==> config.mk <==
export PLATFORM = sky130hd
export DESIGN_NAME = bss_axis
export DESIGN_NICKNAME = d
export VERILOG_FILES = /design/src/rtl/bss_pkg.sv /design/src/rtl/bss_axis.sv
export SDC_FILE = /design/constraint.sdc
export NUM_CORES = 2
export LEC_CHECK = 0
export ABC_CLOCK_PERIOD_IN_PS = 11100
export BUFFER_PORTS_ARGS = -buffer_cell sky130_fd_sc_hd__buf_2
export CORE_ASPECT_RATIO = 1.4
export CORE_MARGIN = 2
export CORE_UTILIZATION = 34
export DETAILED_ROUTE_END_ITERATION = 8
export GPL_TIMING_DRIVEN = 0
export PLACE_DENSITY = 0.5
export SLEW_MARGIN = 20
export SYNTH_ARGS = -nofsm -noshare
export SYNTH_HDL_FRONTEND = slang
export SYNTH_SLANG_ARGS = --single-unit
==> constraint.sdc <==
create_clock -name vclk -period 11.1
set_input_delay 0.555 -clock vclk [all_inputs]
set_output_delay 0.555 -clock vclk [all_outputs]
set_load 0.05 [all_outputs]
==> src/rtl/bss_pkg.sv <==
// ----------------------------------------------------------------------------
// bss_pkg
// Shared types and constants of the box shell point sampler.
// ----------------------------------------------------------------------------
package bss_pkg;

	localparam int LEN_W   = 30;   // Q14.16 lengths
	localparam int OUTER_W = 31;   // half length plus wall
	localparam int FRAC_W  = 25;   // Q0.24 fractions, 1.0 included
	localparam int DRAW_W  = 24;   // Q0.24 draws
	localparam int POS_W   = 33;   // signed Q16.16 coordinates
	localparam int REQ_W   = 3;
	localparam int IDX_W   = 3;

	localparam int S_DATA_W = 120;
	localparam int M_DATA_W = 104;

	// Region codes
	localparam logic [REQ_W-1:0] REGION_CENTER  = 3'd0;
	localparam logic [REQ_W-1:0] REGION_SHELL   = 3'd1;
	localparam logic [REQ_W-1:0] REGION_INSIDE  = 3'd2;
	localparam logic [REQ_W-1:0] REGION_INNER_S = 3'd3;
	localparam logic [REQ_W-1:0] REGION_OUTER_S = 3'd4;

	// Register indexes
	localparam logic [IDX_W-1:0] REG_HALF_X  = 3'd0;
	localparam logic [IDX_W-1:0] REG_HALF_Y  = 3'd1;
	localparam logic [IDX_W-1:0] REG_HALF_Z  = 3'd2;
	localparam logic [IDX_W-1:0] REG_WALL    = 3'd3;
	localparam logic [IDX_W-1:0] REG_Z_VOL   = 3'd4;
	localparam logic [IDX_W-1:0] REG_Y_VOL   = 3'd5;
	localparam logic [IDX_W-1:0] REG_Z_SURF  = 3'd6;
	localparam logic [IDX_W-1:0] REG_Y_SURF  = 3'd7;

	typedef struct packed {
		logic [LEN_W-1:0]  half_x;
		logic [LEN_W-1:0]  half_y;
		logic [LEN_W-1:0]  half_z;
		logic [LEN_W-1:0]  wall;
		logic [FRAC_W-1:0] z_vol;
		logic [FRAC_W-1:0] y_vol;
		logic [FRAC_W-1:0] z_surf;
		logic [FRAC_W-1:0] y_surf;
	} cfg_t;

	// One axis: pos = offset + round(draw * mult / 2^(wall ? 24 : 23))
	typedef struct packed {
		logic [DRAW_W-1:0]       draw;
		logic [OUTER_W-1:0]      mult;
		logic                    wall;
		logic signed [POS_W-1:0] offset;
	} axis_op_t;

endpackage

==> src/rtl/bss_axis.sv <==
// ----------------------------------------------------------------------------
// bss_axis
// One coordinate: scaled draw, rounded to nearest (ties up), plus offset.
// ----------------------------------------------------------------------------
module bss_axis (
	input  bss_pkg::axis_op_t              op,
	output logic signed [bss_pkg::POS_W-1:0] pos
);

	localparam int PROD_W = bss_pkg::DRAW_W + bss_pkg::OUTER_W;

	logic [PROD_W-1:0]         prod;
	logic [PROD_W:0]           sum;
	logic [bss_pkg::POS_W-1:0] off;
	logic [bss_pkg::POS_W:0]   total;

	assign prod = {{bss_pkg::OUTER_W{1'b0}}, op.draw} * {{bss_pkg::DRAW_W{1'b0}}, op.mult};

	// Wall slabs scale by 2^-24, spans by 2^-23; add half an LSB first
	assign sum = {1'b0, prod} + (op.wall ? (PROD_W+1)'(1) << 23 : (PROD_W+1)'(1) << 22);
	assign off = op.wall ? {1'b0, sum[PROD_W:24]} : sum[PROD_W:23];

	assign total = {1'b0, off} + {op.offset[bss_pkg::POS_W-1], op.offset};
	assign pos   = $signed(total[bss_pkg::POS_W-1:0]);

endmodule

==> results.toml <==
[floorplanning]
floorplan.initialDensity_pct = 34.3
die_y_um = 333
die_w_um = 239
number_of_rows_created_at_floorplan = 120
design.die.area_um2 = 79400
io-pin-count = 122
design.core.area_um2 = 76400

[critical_path]
critPathMaxFanout = 10
cp_slowest_cell = "sky130_fd_sc_hd__clkbuf_1"
start_kind = "input pin"
timing.setup.critical_path_class = "input pin to primary output"
timing.critical_path.mode_cell = "sky130_fd_sc_hd__fa_1"
slowest_delay_ns = 0.65
critical_path.endpoint_type = "primary output"
critPathRequiredTime_ns = 10.55
timing.critical_path.arrival_ns = 10.07

[layout]
mostFrequentLayoutCells = "sky130_fd_sc_hd__inv_1 (724), sky130_fd_sc_hd__fa_1 (639), sky130_fd_sc_hd__nand2_1 (452)"
finish.instance_area_um2 = 28400
clock_buffer_count = 0
n_sequential_cell = 0
fraction_of_final_layout_cells_sized_beyond_drive_strength_1_pct = 8.34
antenna_cells = 0
ff_latch_area_um2 = 0
syn_to_final_growth_pct = 8.31
fin_nets = 4129
layout.cells.most_common = "sky130_fd_sc_hd__inv_1"

[worst_hold_path]
min-delay-start = "op[0]"
holdPathEnd = "pos[0]"
hold_class = "input pin to primary output"
min_path_cells = 3

[grt]
grt_pass1_wl_um = 139000
grt_start_max_net_pins = 20
gr-usage-all-layers_pct = 23.8
first_global_vias = 22800
grt_overflow = 0
number_of_antenna_violations_at_the_first_check_in_global_routing = 4

[placed_design]
placed_cell_area_um2 = 28100
buffer_ports.inserted = 122
gp_congestion = 0.939
detailed_place_hpwl_um = 81200

[synthesis]
synth_top_cells_by_area = "sky130_fd_sc_hd__fa_1 (49%), sky130_fd_sc_hd__ha_1 (12%), sky130_fd_sc_hd__inv_1 (10%), sky130_fd_sc_hd__and2_1 (8.3%), sky130_fd_sc_hd__nand2_1 (6.5%)"
synth.cell_area_um2 = 26200
postSynthCellCount = 3034
yosysWarningCount = 0
synth.net_count = 4007
synth_cell_types = 60
post-synth-top-area-fraction_pct = 48.8
yosys.area.top_type = "sky130_fd_sc_hd__fa_1"
yosysSeqAreaShare_pct = 0
avgSynthCellArea_um2 = 8.64

[timing]
period_minus_slack_ns = 10.63
timing_max_transition_violations_final = 0
timing.final.setup_violations = 0
fin_crit_sh_pct = 95.7
grt_setup_unrepaired = "false"
max_clock_freq_mhz = 94.1
worst_slew_margin_rel_pct = 44.2
timing.final.hold_violations = 0
max_slew.worst_pin.slew_ns = 0.836
hold_ws_ns = 1.55
sum_of_negative_setup_slack_ns = 0

[detailed_routing]
drt-initial-drc-count = 1001
drt_pre_antenna_iters = 5
route.final.wire_length_um = 92600
via_per_inst = 5.06
avgRoutedWirePerCell_um = 22.4
postRouteAntennaNets = 0
route.vias.total = 20900
detailed_route_drc_error_count = 0

[status]
outcome = "finished clean"

[run]
cap_violations = 0
## worst max-delay path, delay by kind of cell
family,cells,cell delay [ns]
AOI/OAI and AO/OA,10,2.87
buffers and inverters,8,1.30
adders and majority gates,9,3.85
and+or+nand+nor,6,1.05
muxes,1,0.29
xor gates and xnor gates,1,0.15
## cells in the mapped netlist, drive strengths merged, types with 3 or more instances
cell type,instances
a2111o,5
a211oi,11
a21boi,9
a21o,46
a21oi,62
a31oi,11
and2,347
and3,14
clkbuf,150
fa,639
ha,245
inv,724
mux2,12
mux2i,10
nand2,452
nand2b,6
nand3,20
nand4,16
nor2,38
nor2b,11
nor3,20
o2111ai,4
o211a,4
o211ai,5
o21a,11
o21ai,44
o21bai,13
o221ai,3
o22ai,3
o31ai,4
o41ai,5
or2,4
or3,3
xnor2,29
xor2,22
## layout make-up
type / count / area (um^2)
Timing Repair Buffer: 127 / 656
Inverter: 725 / 2720
Fill cell: 8091 / 48000
Multi-Input combinational cell: 2157 / 23000
Buffer: 145 / 753
Tap cell: 976 / 1220
## through the flow
step	setup slack [ns]	instances	utilization [%]
2_1_floorplan	0.244	3034	-
3_3_place_gp	-0.806	4132	36.7
3_5_place_dp	-0.781	4133	36.7
4_1_cts	0.0000711	4128	37.0
5_1_grt	0.0141	4130	37.1
6_report	0.475	4130	37.1
## kinds of logic after synthesis
group                    after synthesis  share of synthesized area [%]
XOR/XNOR                              51                           1.70
buffers and inverters                877                           12.6
multiplexers                          22                          0.897
AO/OA/AOI/OAI                        259                           6.70
AND/OR/NAND/NOR                      941                           17.6
adder cells (fa/ha/maj)              884                           60.5
## routing by layer
metal	up-vias	global-route usage (%)	wire (um)
met5	-	0	0
li1	9252	-	-
met2	661	43.4	48200
met4	0	15.9	7870
met1	10800	26.3	32400
met3	218	1.71	4080
## repair_timing
item                       CTS  global route
hold buffers                 0             0
hold endpoints to repair     0             0
setup endpoints to repair   10             9
buffers inserted             1             3
resized for setup          113            81
pin swaps                    2             9
## worst max-delay path by stage
stage / start / endpoint / slack (ns) / cells past startpoint
6_report: op[78] / pos[29] / 0.47 / 35
5_1_grt: op[50] / pos[31] / 0.01 / 36
4_1_cts: op[75] / pos[32] / 0.00007 / 37
3_5_place_dp: op[53] / pos[32] / -0.78 / 35
3_3_place_gp: op[54] / pos[32] / -0.81 / 34
2_1_floorplan: op[65] / pos[18] / 0.24 / 35
Power is left out: the tool's default activity adds up to more than one toggle a clock period on the data nets, which glitch-free logic cannot reach.
